--- src/hdl/mie_pkg.sv ---
// Shared types and constants for the modular inverse unit.
// No dependencies; used by the controller, datapath and top level.
`default_nettype none

package mie_pkg;

    localparam logic [63:0] MODULUS_RESET = 64'd1000000007;

    typedef struct packed {
        logic load;
        logic start;
        logic step;
        logic update;
        logic emit;
    } ctl_cmd_t;

    typedef struct packed {
        logic rb_zero;
    } ctl_stat_t;

endpackage

`default_nettype wire

--- src/hdl/modular_inverse_ext_euclid_unit.sv ---
// Modular inverse unit, top level: modulus register, controller, datapath.
// Depends on mie_pkg, mie_controller and mie_datapath.
//
// Returns the inverse of each input word modulo the configured modulus by
// the extended Euclidean algorithm, one word at a time. In each Euclid
// step a bit-serial divider produces one quotient bit per cycle while the
// quotient-times-coefficient product is reduced mod the modulus in
// lockstep, then the pairs are updated and the new remainder is checked
// for zero. 32-bit values need at most about 46 Euclid steps. The result
// register frees the input side as soon as it is loaded. Write the
// modulus only while idle; it resets to 1000000007.
`default_nettype none

module modular_inverse_ext_euclid_unit #(
    parameter int DATA_WIDTH = 32
) (
    input  wire                                  aclk,
    input  wire                                  aresetn,
    input  wire                                  cfg_wr_en,
    input  wire  [DATA_WIDTH-1:0]                cfg_wr_data,
    input  wire                                  s_tvalid,
    output logic                                 s_tready,
    input  wire  [((DATA_WIDTH + 7) / 8) * 8-1:0] s_tdata,  // operand
    output logic                                 m_tvalid,
    input  wire                                  m_tready,
    output logic [((DATA_WIDTH + 7) / 8) * 8-1:0] m_tdata,  // inverse
    output logic [0:0]                           m_tuser    // has_inverse
);

    localparam int TDATA_W = ((DATA_WIDTH + 7) / 8) * 8;

    logic [DATA_WIDTH-1:0] modulus_reg;
    logic [DATA_WIDTH-1:0] inverse;
    logic                  has_inverse;
    mie_pkg::ctl_cmd_t     cmd;
    mie_pkg::ctl_stat_t    stat;

    always_ff @(posedge aclk) begin
        if (!aresetn) begin
            modulus_reg <= DATA_WIDTH'(mie_pkg::MODULUS_RESET);
        end else if (cfg_wr_en) begin
            modulus_reg <= cfg_wr_data;
        end
    end

    mie_controller #(
        .DATA_WIDTH (DATA_WIDTH)
    ) u_ctl (
        .aclk     (aclk),
        .aresetn  (aresetn),
        .s_tvalid (s_tvalid),
        .s_tready (s_tready),
        .m_tvalid (m_tvalid),
        .m_tready (m_tready),
        .cmd      (cmd),
        .stat     (stat)
    );

    mie_datapath #(
        .DATA_WIDTH (DATA_WIDTH)
    ) u_dp (
        .aclk        (aclk),
        .cmd         (cmd),
        .stat        (stat),
        .operand     (s_tdata[DATA_WIDTH-1:0]),
        .modulus     (modulus_reg),
        .inverse     (inverse),
        .has_inverse (has_inverse)
    );

    assign m_tdata    = TDATA_W'(inverse);
    assign m_tuser[0] = has_inverse;

endmodule

`default_nettype wire

--- src/hdl/mie_datapath.sv ---
// Datapath: remainder pair, coefficient pair, bit-serial divider and
// modular multiply-accumulate, result registers. Depends on mie_pkg.
`default_nettype none

module mie_datapath #(
    parameter int DATA_WIDTH = 32
) (
    input  wire                     aclk,
    input  wire  mie_pkg::ctl_cmd_t cmd,
    output mie_pkg::ctl_stat_t      stat,
    input  wire  [DATA_WIDTH-1:0]   operand,
    input  wire  [DATA_WIDTH-1:0]   modulus,
    output logic [DATA_WIDTH-1:0]   inverse,
    output logic                    has_inverse
);

    localparam int W = DATA_WIDTH;

    logic [W-1:0] m_reg;
    logic         mz_reg;
    logic [W-1:0] ra_reg;
    logic [W-1:0] rb_reg;
    logic [W-1:0] u_reg;
    logic [W-1:0] v_reg;
    logic [W-1:0] num_reg;
    logic [W-1:0] rem_reg;
    logic [W-1:0] acc_reg;
    logic [W-1:0] inv_reg;
    logic         has_reg;

    logic [W:0]   rem_sh;
    logic         q_bit;
    logic [W-1:0] rem_next;
    logic [W+1:0] hs;
    logic [W+1:0] hm1;
    logic [W+1:0] hm2;
    logic [W-1:0] acc_next;
    logic [W:0]   diff;
    logic [W-1:0] nu;

    // restoring division, one quotient bit per cycle
    always_comb begin
        rem_sh   = {rem_reg, num_reg[W-1]};
        q_bit    = (rem_sh >= {1'b0, rb_reg});
        rem_next = q_bit ? W'(rem_sh - {1'b0, rb_reg}) : rem_sh[W-1:0];
    end

    // Horner step of quotient * v mod m
    always_comb begin
        hs  = {1'b0, acc_reg, 1'b0} + {2'b00, (q_bit ? v_reg : {W{1'b0}})};
        hm1 = {2'b00, m_reg};
        hm2 = {1'b0, m_reg, 1'b0};
        if (hs >= hm2) begin
            acc_next = W'(hs - hm2);
        end else if (hs >= hm1) begin
            acc_next = W'(hs - hm1);
        end else begin
            acc_next = hs[W-1:0];
        end
    end

    // new coefficient u - t*v mod m
    always_comb begin
        diff = {1'b0, u_reg} - {1'b0, acc_reg};
        nu   = diff[W] ? W'(diff + {1'b0, m_reg}) : diff[W-1:0];
    end

    always_ff @(posedge aclk) begin
        if (cmd.load) begin
            m_reg  <= modulus;
            mz_reg <= (modulus == '0);
            ra_reg <= operand;
            rb_reg <= modulus;
            u_reg  <= (modulus > W'(1)) ? W'(1) : '0;
            v_reg  <= '0;
        end
        if (cmd.start) begin
            num_reg <= ra_reg;
            rem_reg <= '0;
            acc_reg <= '0;
        end
        if (cmd.step) begin
            num_reg <= {num_reg[W-2:0], 1'b0};
            rem_reg <= rem_next;
            acc_reg <= acc_next;
        end
        if (cmd.update) begin
            ra_reg <= rb_reg;
            rb_reg <= rem_reg;
            u_reg  <= v_reg;
            v_reg  <= nu;
        end
        if (cmd.emit) begin
            inv_reg <= mz_reg ? '0 : u_reg;
            has_reg <= !mz_reg && (ra_reg == W'(1));
        end
    end

    assign stat.rb_zero = (rb_reg == '0);
    assign inverse      = inv_reg;
    assign has_inverse  = has_reg;

endmodule

`default_nettype wire

--- src/hdl/mie_controller.sv ---
// Controller: sequences load, divide, update and output of each word.
// Depends on mie_pkg; drives the datapath through command signals.
`default_nettype none

module mie_controller #(
    parameter int DATA_WIDTH = 32
) (
    input  wire                     aclk,
    input  wire                     aresetn,
    input  wire                     s_tvalid,
    output logic                    s_tready,
    output logic                    m_tvalid,
    input  wire                     m_tready,
    output mie_pkg::ctl_cmd_t       cmd,
    input  wire  mie_pkg::ctl_stat_t stat
);

    localparam int CNT_W = (DATA_WIDTH > 1) ? $clog2(DATA_WIDTH) : 1;

    typedef enum logic [2:0] {
        ST_IDLE,
        ST_CHECK,
        ST_DIV,
        ST_UPDATE,
        ST_FINISH
    } state_t;

    state_t           state_reg, state_next;
    logic [CNT_W-1:0] cnt_reg, cnt_next;
    logic             out_valid_reg, out_valid_next;

    always_comb begin
        state_next     = state_reg;
        cnt_next       = cnt_reg;
        out_valid_next = out_valid_reg && !m_tready;
        cmd            = '0;
        case (state_reg)
            ST_IDLE: begin
                if (s_tvalid) begin
                    cmd.load   = 1'b1;
                    state_next = ST_CHECK;
                end
            end
            ST_CHECK: begin
                if (stat.rb_zero) begin
                    state_next = ST_FINISH;
                end else begin
                    cmd.start  = 1'b1;
                    cnt_next   = '0;
                    state_next = ST_DIV;
                end
            end
            ST_DIV: begin
                cmd.step = 1'b1;
                cnt_next = cnt_reg + CNT_W'(1);
                if (cnt_reg == CNT_W'(DATA_WIDTH - 1)) begin
                    state_next = ST_UPDATE;
                end
            end
            ST_UPDATE: begin
                cmd.update = 1'b1;
                state_next = ST_CHECK;
            end
            ST_FINISH: begin
                if (!out_valid_reg || m_tready) begin
                    cmd.emit       = 1'b1;
                    out_valid_next = 1'b1;
                    state_next     = ST_IDLE;
                end
            end
            default: begin
                state_next = ST_IDLE;
            end
        endcase
    end

    always_ff @(posedge aclk) begin
        if (!aresetn) begin
            state_reg     <= ST_IDLE;
            cnt_reg       <= '0;
            out_valid_reg <= 1'b0;
        end else begin
            state_reg     <= state_next;
            cnt_reg       <= cnt_next;
            out_valid_reg <= out_valid_next;
        end
    end

    assign s_tready = (state_reg == ST_IDLE);
    assign m_tvalid = out_valid_reg;

endmodule

`default_nettype wire

--- config.mk ---
export PLATFORM = sky130hd
export DESIGN_NAME = modular_inverse_ext_euclid_unit
export DESIGN_NICKNAME = d
export VERILOG_FILES = /design/src/hdl/mie_pkg.sv /design/src/hdl/modular_inverse_ext_euclid_unit.sv /design/src/hdl/mie_datapath.sv /design/src/hdl/mie_controller.sv
export SDC_FILE = /design/constraint.sdc
export NUM_CORES = 1
export LEC_CHECK = 0
export ABC_AREA = 0
export BUFFER_PORTS_ARGS = -buffer_cell sky130_fd_sc_hd__buf_2
export CAP_MARGIN = 5
export CORE_MARGIN = 2
export CORE_UTILIZATION = 50
export CTS_CLUSTER_DIAMETER = 80
export CTS_CLUSTER_SIZE = 30
export DETAILED_ROUTE_END_ITERATION = 8
export GPL_ROUTABILITY_DRIVEN = 0
export MAX_ROUTING_LAYER = met4
export PLACE_DENSITY = 0.69
export SETUP_SLACK_MARGIN = 0.05
export SLEW_MARGIN = 20
export SYNTH_ARGS = -nofsm -noshare
export SYNTH_HDL_FRONTEND = slang
export SYNTH_SLANG_ARGS = --single-unit
--- constraint.sdc ---
create_clock -name aclk -period 6.8 [get_ports aclk]
set_input_delay 0.34 -clock aclk [delete_from_list [all_inputs] [get_ports aclk]]
set_output_delay 0.34 -clock aclk [all_outputs]
set_load 0.005 [all_outputs]
=== Word level (Yosys, flattened, before mapping) ===
Cells that the tools add are included.
Widths: inputs -> output; s select.

* Register bits after elaboration: 331
* Bits in latches: 0
* Memory bits (writable): 0
* Memory bits (read-only): 0
* Input port bits: 69
* Output and inout port bits: 35
* Logic and storage cells: 87
* Memories kept: 0

* Add/subtract/negate cells: 7
* $mul: 0
* Divide/modulo/power cells: 0
* Order comparisons: 4
* Equality and inequality tests: 10
* Shift-type cells: 0
* Multiplexer cells: 36
* Bitwise operators: 0
* Reduce and logical (&&, ||, !) cells: 14

{| class="wikitable"
|+ Operators by type and width
! cell !! number
|-
| $mux 32 || 18
|-
| $sub 32x32->32 || 3
|-
| $logic_not 32->1 || 2
|-
| $add 33x32->34 || 1
|-
| $ge 34x32->1 || 1
|-
| $ge 34x33->1 || 1
|-
| $ge 33x32->1 || 1
|-
| $sub 32x32->33 || 1
|-
| $add 32x32->32 || 1
|-
| $eq 32x1->1 const B || 1
|-
| $gt 32x1->1 const B || 1
|-
| $pmux 3 s5 || 1
|-
| $mux 3 || 4
|-
| $mux 1 || 11
|-
| $pmux 5 s2 || 1
|-
| $eq 3x2->1 const B || 2
|-
| $reduce_bool 2->1 || 3
|-
| $add 5x1->5 const B || 1
|-
| $eq 5x5->1 const B || 1
|-
| $mux 5 || 1
|-
| $ne 2x1->1 const B || 2
|-
| $ne 2x2->1 const B || 2
|-
| $eq 3x1->1 const B || 1
|-
| $eq 3x3->1 const B || 1
|-
| other kinds (6) || 9
|}

=== Longest topological paths before layout ===
Gate-level depths: netlist (run 1).

* Word-level depth: 7
* Depth in mapped cells: 36
* Gate-level depth less buffers: 32

=== Hierarchy ===
From an unflattened synthesis (run 1), not the netlist that was laid out.

* Cell total of the unflattened synthesis: 2402
* Area total of the unflattened synthesis: 23741.5 µm²

{| class="wikitable"
|+ Modules (own cells, without submodules)
! module !! times used !! cells each !! area each (µm²)
|-
| mie_datapath || 1 || 2243 || 22046.1
|-
| modular_inverse_ext_euclid_unit || 1 || 103 || 1194.9
|-
| mie_controller || 1 || 56 || 500.5
|}

=== Least setup slack after synthesis (run 1) ===
No wires, ideal clock.

* Kind: reg-to-reg
* From: reg u_dp.rem_reg[6]
* To: reg u_dp.acc_reg[28] (data pin)
* Setup time: 0.274 ns
* Arrival: 7.021 ns
* Data required time: 6.526 ns
* Slack: -0.495 ns
* Cell stages (with the launch flop): 34
* Path buffers: 4
* Cell sequence: edfxtp_1 -> ha_1 -> nand2_1 -> or3_1 -> o21bai_1 -> a211oi_1 -> o21ai_0 -> a21boi_0 -> clkbuf_1 -> buf_2 -> and2_1 -> ha_1 -> inv_1 -> fa_1 -> nand2b_1 -> a21o_1 -> a211o_1 -> a211oi_1 -> o21a_1 -> nor3_1 -> o31ai_1 -> xor2_1 -> ha_1 -> a21o_1 -> a21o_1 -> a21o_1 -> o21bai_1 -> a21o_1 -> a21oi_1 -> or4b_1 -> buf_4 -> buf_6 -> a211oi_1 -> a211oi_1

* Longest elaborated chain between the ends: 7

{| class="wikitable"
|+ Ends and longest elaborated chain
! what !! line !! RTL
|-
| start: declaration || mie_datapath.sv:26 || <nowiki>logic [W-1:0] rem_reg;</nowiki>
|-
| start signal: assignment || mie_datapath.sv:84 || <nowiki>rem_reg <= rem_next;</nowiki>
|-
| $ge 33x32->1 * || mie_datapath.sv:44 || <nowiki>q_bit = (rem_sh >= {1'b0, rb_reg});</nowiki>
|-
| $mux 32 * || mie_datapath.sv:50 || <nowiki>hs = {1'b0, acc_reg, 1'b0} + {2'b00, (q_bit ? v_reg : {W{1'b0}})};</nowiki>
|-
| $add 33x32->34 * || mie_datapath.sv:50 ||
|-
| $sub 32x32->32 or $ge 34x32->1 (tied branches) || mie_datapath.sv:56, mie_datapath.sv:55 ||
|-
| $mux 32 || mie_datapath.sv:55 || <nowiki>end else if (hs >= hm1) begin</nowiki>
|-
| $mux 32 * || mie_datapath.sv:53 || <nowiki>if (hs >= hm2) begin</nowiki>
|-
| $mux 32 * || mie_datapath.sv:82 || <nowiki>if (cmd.step) begin</nowiki>
|-
| end signal: assignment || mie_datapath.sv:85 || <nowiki>acc_reg <= acc_next;</nowiki>
|-
| end: declaration || mie_datapath.sv:27 || <nowiki>logic [W-1:0] acc_reg;</nowiki>
|}

Every way passes the cells marked *; elsewhere a longest branch is shown, timed or not.
A chain may end at the register's enable or synchronous reset.

=== Final worst setup path (run 1) ===
* From: reg u_dp.rem_reg[7]
* To: reg u_dp.acc_reg[26] (data pin)

The elaborated chain is that of the path after synthesis.

==> qor.csv, run 1 <==
stage,metric,value,unit
run_status,status,"finished, violations left",
run_status,violated checks,negative setup slack,
setup_path,CP Class,register to register,
timing,Tmin final,7.15,ns
grt,global-route wire length before repair,108000,um
timing,clk_skew,0.0235,ns
timing,Final setup viols,32,
placement,placed cell count,3420,
setup_path,CP max stage delay,0.59,ns
timing,max_slew headroom,0.293,
synth,"area leader, netlist",edfxtp_1,
synth,Post-synth EDFFs,289,
routing,Via Count,21100,
grt,global route overflow,0,
setup_path,Crit path required time,7.09,ns
setup_path,Worst Reg2Reg Path Length in Cells,31,
synth,commonest cells in the netlist,"edfxtp_1 (289), nand2_1 (250), a21oi_1 (212)",
synth,post-synthesis sequential area ratio,0.404,
die,I/O Pins,104,
synth,syn_nets,2745,
synth,count of different cell masters after synthesis,86,
pwr,Power Density,325,nW/um^2
routing,drt first pass iters,6,
timing,final-report hold violation count,0,
setup_path,Worst R2R End,u_dp.acc_reg[26],
setup_path,Worst Setup SP,u_dp.rem_reg[7],
clock_network,clock net sink count,331,
placement,pre-CTS WS,-0.569,ns
clock_network,Clock transition at path regs,0.11,ns
setup_path,crit path launch type,register,
setup_path,crit path capture,u_dp.acc_reg[26],
grt,Tot GR Track Use,0.283,
cells_and_area,final instance area,28800,sq um
cells_and_area,FILL cells,3781,
cells_and_area,antenna cells,0,
synth,"flops & latches, synth",331,
routing,ANT nets after route,0,
clock_network,CTS Buf Count,22,
routing,Total Wirelength,70200,um
clock_network,H-tree depth,1,
synth,most common cell in the netlist,edfxtp_1,
timing,Fmax,140,MHz
timing,Tcrit/Tclk final,1.05,
setup_path,Critical-path top delay cell,or4b_4,
grt,initial antenna violation count,0,
routing,drt drc,0,
setup_path,"most used cell, CP",a21o_1,
synth,Synth top area share,0.368,
die,core area,46600,sq um
cells_and_area,Area Growth Syn to Fin,22.1,%
setup_path,critical path capture point type,register,
synth,synthesized area per cell,9.52,sq um
timing,Least-Margin Pin Slew,1.06,ns
synth,post-synthesis cell count,2478,
cells_and_area,total area of multi-input combinational cells,13700,sq um
setup_path,internal reg-to-reg setup slack,-0.35,ns
pwr,maximum VDD drop,205,uV
setup_path,R2R Path Start,u_dp.rem_reg[7],
cells_and_area,Seq. cell area,9520,sq um
routing,WL per Instance,20.0,um
timing,unrepaired setup endpoints after global routing,yes,
synth,fraction of registers with async set/reset,0,
placement,dpl cell area,27100,sq um
run,Max-Cap Viols,0,
synth,Ys Warns,0,
die,Starting Density,0.507,
die,die area,48900,sq um
setup_path,Worst EP arrival,7.44,ns
pwr,total power,0.00934,W
synth,Post-Syn Area,23600,sq um
routing,starting DRC count in detailed routing,2007,
cells_and_area,Final Net Count,3147,
placement,Detail Placement HPWL,52300,um
grt,largest net degree at the start of global routing,71,
cells_and_area,Finished Layout Cells,3503,
die,row count,79,
timing,max-slew violations,0,
routing,DR vias/cell,6.01,
synth,top post-synthesis cells by area,"edfxtp_1 (37%), ha_1 (10%), a21oi_1 (4.5%)",
cells_and_area,fraction of layout cells with a size suffix above 1,0.221,
min_path,worst hold path class,primary input to register,
pwr,Leakage,12.5,nW
setup_path,Max Fanout on Critical Path,6,
clock_network,worst skew pair latency,0.58,ns
timing,final worst setup slack,-0.352,ns
clock_network,CTS Root Cell,clkbuf_16,
clock_network,CTS tree,yes,
die,die span in x,221,um
die,chip height,221,um
grt,vias in the first global route,20400,
clock_network,CTS max path bufs,3,
synth,predominant post-synthesis flop cell,edfxtp_1,
placement,Port Buf Inserts,103,
[through the flow]
step	setup TNS (ns)	utilization	hold WS, ns
6_report	-8.84	0.618	0.0169
5_1_grt	-18.01	0.618	0.0244
4_1_cts	-2.69	0.612	0.00415
3_5_place_dp	-14.96	0.582	0.468
3_3_place_gp	-6.94	0.582	0.444
2_1_floorplan	-2.10	-	0.423
[cell families (layout without fill, tap and decap cells)]
kind of cell | after synthesis | count (layout) | share of synthesized area
buffers and inverters | 231 | 649 | 0.0387
AOI/OAI and AO/OA | 724 | 724 | 0.198
xor gates and xnor gates | 145 | 145 | 0.0538
muxes | 99 | 99 | 0.0439
adders and majority gates | 198 | 198 | 0.107
DFF | 331 | 331 | 0.404
and+or+nand+nor | 750 | 750 | 0.155
[power breakdown]
part	leakage, nW	internal (W)	switching (W)	total (W)
clock	0.413	0.000753	0.000824	0.00158
sequential	3.11	0.00242	0.000132	0.00255
combinational	9.00	0.00237	0.00285	0.00522
total	12.5	0.00554	0.00380	0.00934
[cells in the final DEF (no fill, tap or decap), types with 34 or more instances in the layout]
cell type	count
a21o_1	65
o21ai_0	144
inv_1	144
mux2_2	34
nand3_1	34
nand2_1	237
a21oi_1	202
dfxtp_1	42
buf_2	103
nor2b_1	68
ha_1	183
o21a_1	36
and3_1	41
xor2_1	43
nor2_1	141
buf_4	328
xnor2_1	100
edfxtp_1	289
and2_1	42
mux2i_1	63
[metal layers]
metal,track usage,part of all wire
met1,0.364,0.42
met2,0.468,0.47
met3,0.0258,0.068
met4,0.104,0.042
met5,-,0
[worst max-delay path, delay by kind of cell, from the launching register on]
family	cells	cell delay (ns)
compound gates	17	3.28
xor+xnor	1	0.24
simple gates	6	1.45
buf+inv	3	0.37
fa+ha+maj	4	1.08
flops	1	0.44
[cell type report]
class	instances	area share
multi-input combinational	1916	0.476
sequential	331	0.331
inverter	149	0.0195
clock buffer	24	0.0209
clock inverter	16	0.00817
timing repair buffer	460	0.119
tap	607	0.0264
[worst min-delay path by stage]
stage,from,end,slack [ns],cells after the start
after floorplan,u_ctl.cnt_reg[3],u_ctl.cnt_reg[3],0.42,1
after global placement,u_ctl.cnt_reg[3],u_ctl.cnt_reg[3],0.44,1
after detailed placement,u_ctl.cnt_reg[3],u_ctl.cnt_reg[3],0.47,1
after CTS,cfg_wr_data[22],modulus_reg[22],0.004,3
after global routing,cfg_wr_data[18],modulus_reg[18],0.02,3
final,cfg_wr_data[13],modulus_reg[13],0.02,3
[repair_timing]
action	CTS	global route
endpoints found under the setup margin	32	32
hold endpoints to repair	16	0
cloned	3	2
hold buffers	16	0
setup buffers	14	9
pin swaps	20	20
resized for setup	51	54
Power figures use the tool's default switching activity.
==> run 2: changes to the inputs <==
--- a/config.mk
+++ b/config.mk
@@ -11,9 +11,10 @@
 export CORE_MARGIN = 2
 export CORE_UTILIZATION = 50
 export CTS_CLUSTER_DIAMETER = 80
-export CTS_CLUSTER_SIZE = 30
+export CTS_CLUSTER_SIZE = 8
 export DETAILED_ROUTE_END_ITERATION = 8
 export GPL_ROUTABILITY_DRIVEN = 0
+export HOLD_SLACK_MARGIN = 0.02
 export MAX_ROUTING_LAYER = met4
 export PLACE_DENSITY = 0.69
 export SETUP_SLACK_MARGIN = 0.05
==> constraint.sdc (replaced) <==
create_clock -name aclk -period 5.85 [get_ports aclk]
set_input_delay 0.2925 -clock aclk [delete_from_list [all_inputs] [get_ports aclk]]
set_output_delay 0.2925 -clock aclk [all_outputs]
set_load 0.005 [all_outputs]
==> qor.csv, run 2 (synthesized netlist as in run 1, its figures left out) <==
stage,metric,value,unit,change
placement,Detail Placement HPWL,54200,um,was 52300 um
timing,Tmin final,7.07,ns,was 7.15 ns
clock_network,CTS max path bufs,3,,unchanged
clock_network,worst skew pair latency,0.61,ns,was 0.58 ns
timing,max-slew violations,0,,unchanged
routing,drt drc,0,,unchanged
clock_network,Clock transition at path regs,0.05,ns,was 0.11 ns
timing,Final setup viols,32,,unchanged
grt,largest net degree at the start of global routing,86,,was 71
clock_network,clock net sink count,331,,unchanged
die,core area,46600,sq um,unchanged
cells_and_area,"commonest non-fill, non-tap cell in the layout",buf_4,,unchanged
die,Starting Density,0.507,,unchanged
cells_and_area,most frequent cells in the layout,"buf_4 (478), edfxtp_1 (289), nand2_1 (242), a21oi_1 (202), ha_1 (180)",,"was buf_4 (328), edfxtp_1 (289), nand2_1 (237), a21oi_1 (202), ha_1 (183)"
routing,drt first pass iters,6,,unchanged
die,die area,48900,sq um,unchanged
timing,max_slew headroom,0.272,,was 0.293
setup_path,CP max stage delay,0.57,ns,was 0.59 ns
setup_path,CP Class,register to register,,unchanged
cells_and_area,Area Growth Syn to Fin,31.5,%,was 22.1%
run,Max-Cap Viols,0,,unchanged
setup_path,Crit path required time,6.16,ns,was 7.09 ns
run_status,violated checks,negative setup slack,,unchanged
die,chip height,221,um,unchanged
timing,final worst setup slack,-1.22,ns,was -0.352 ns
run_status,status,"finished, violations left",,unchanged
timing,Tcrit/Tclk final,1.21,,was 1.05
setup_path,internal reg-to-reg setup slack,-1.22,ns,was -0.35 ns
die,row count,79,,unchanged
timing,clk_skew,0.0264,ns,was 0.0235 ns
cells_and_area,fraction of layout cells with a size suffix above 1,0.259,,was 0.221
grt,global-route wire length before repair,114000,um,was 108000 um
pwr,Power Density,390,nW/um^2,was 325 nW/um^2
pwr,Leakage,13.8,nW,was 12.5 nW
die,I/O Pins,104,,unchanged
setup_path,"most used cell, CP",a21o_1,,unchanged
setup_path,critical path capture point type,register,,unchanged
pwr,maximum VDD drop,282,uV,was 205 uV
placement,pre-CTS WS,-1.39,ns,was -0.569 ns
timing,final-report hold violation count,0,,unchanged
setup_path,Max Fanout on Critical Path,11,,was 6
placement,placed cell count,3571,,was 3420
routing,DR vias/cell,5.94,,was 6.01
timing,Fmax,141,MHz,was 140 MHz
clock_network,CTS Root Cell,clkbuf_16,,unchanged
clock_network,H-tree depth,2,,was 1
cells_and_area,Final Net Count,3369,,was 3147
setup_path,Worst EP arrival,7.38,ns,was 7.44 ns
routing,Total Wirelength,73800,um,was 70200 um
routing,starting DRC count in detailed routing,1732,,was 2007
cells_and_area,Finished Layout Cells,3735,,was 3503
grt,global route overflow,0,,unchanged
die,die span in x,221,um,unchanged
setup_path,Critical-path top delay cell,or4b_4,,unchanged
timing,Least-Margin Pin Slew,1.09,ns,was 1.06 ns
cells_and_area,antenna cells,0,,unchanged
grt,initial antenna violation count,0,,unchanged
placement,Port Buf Inserts,103,,unchanged
grt,vias in the first global route,22200,,was 20400
clock_network,CTS tree,yes,,unchanged
routing,ANT nets after route,0,,unchanged
clock_network,CTS Buf Count,47,,was 22
routing,WL per Instance,19.8,um,was 20.0 um
timing,unrepaired setup endpoints after global routing,yes,,unchanged
setup_path,crit path launch type,register,,unchanged
routing,Via Count,22200,,was 21100
min_path,worst hold path class,primary input to register,,unchanged
grt,Tot GR Track Use,0.302,,was 0.283
[run 2: cell count changes in the layout (fill, tap and decap cells not counted), sizes merged]
cell	change
clkinv	-4
buf	+154
inv	-7
dlygate4sd3	+44
clkbuf	+47
bufinv	-2
[run 2: worst paths after layout]
path / from / end / cells after the start
max: u_dp.rem_reg[8] / u_dp.acc_reg[26] / 31
min: s_tdata[3] / u_dp.ra_reg[3] / 3
max reg2reg: u_dp.rem_reg[8] / u_dp.acc_reg[26] / 31
min reg2reg: u_ctl.cnt_reg[3] / u_ctl.cnt_reg[3] / 1
[run 2: stage by stage]
stage                     cell area (sq um)  power, W   util  setup TNS [ns]  hold slack (ns)
after detailed placement              28200   0.00883  0.606          -41.47            0.468
after global placement                28200   0.00866  0.606          -35.06            0.447
final                                 31000    0.0121  0.666          -37.56           0.0499
after floorplan                       23700   0.00664      -          -32.47            0.422
after CTS                             30700    0.0118  0.660          -32.59           0.0398
after global routing                  31000    0.0128  0.666          -47.07           0.0565
[run 2: per-layer routing]
layer,global-route usage,wire [um]
met4,0.162,4490
met3,0.0304,5050
met2,0.493,34400
met1,0.370,29900
met5,-,0
[run 2: layout make-up]
type,count,area [sq um]
well taps,607,759
flip-flops and latches,331,9520
fillers,3466,15500
clock inverters,3,55.1
inverters,149,564
repair buffers,657,5040
clock buffers,72,1290
multi-input cells,1916,13800
[run 2: worst max-delay path: cells and delay by family (launching register included)]
family	cells	cell delay [ns]
xor+xnor	1	0.23
buf+inv	3	0.35
flops	1	0.44
fa+ha+maj	4	1.04
compound gates	17	3.27
simple gates	6	1.41
[run 2: timing repair]
item	4_1_cts	5_1_grt
gates cloned	5	1
setup buffers	16	7
resized for setup	65	50
setup endpoints to repair	32	35
pin swaps	34	21
endpoints found under the hold margin	60	0
hold buffers	60	0
[run 2: power breakdown]
group	internal [W]	leakage [nW]	switching (W)
logic	0.00315	10.0	0.00343
registers	0.00282	3.11	0.000160
clock network	0.00151	0.645	0.00105
total	0.00748	13.8	0.00463
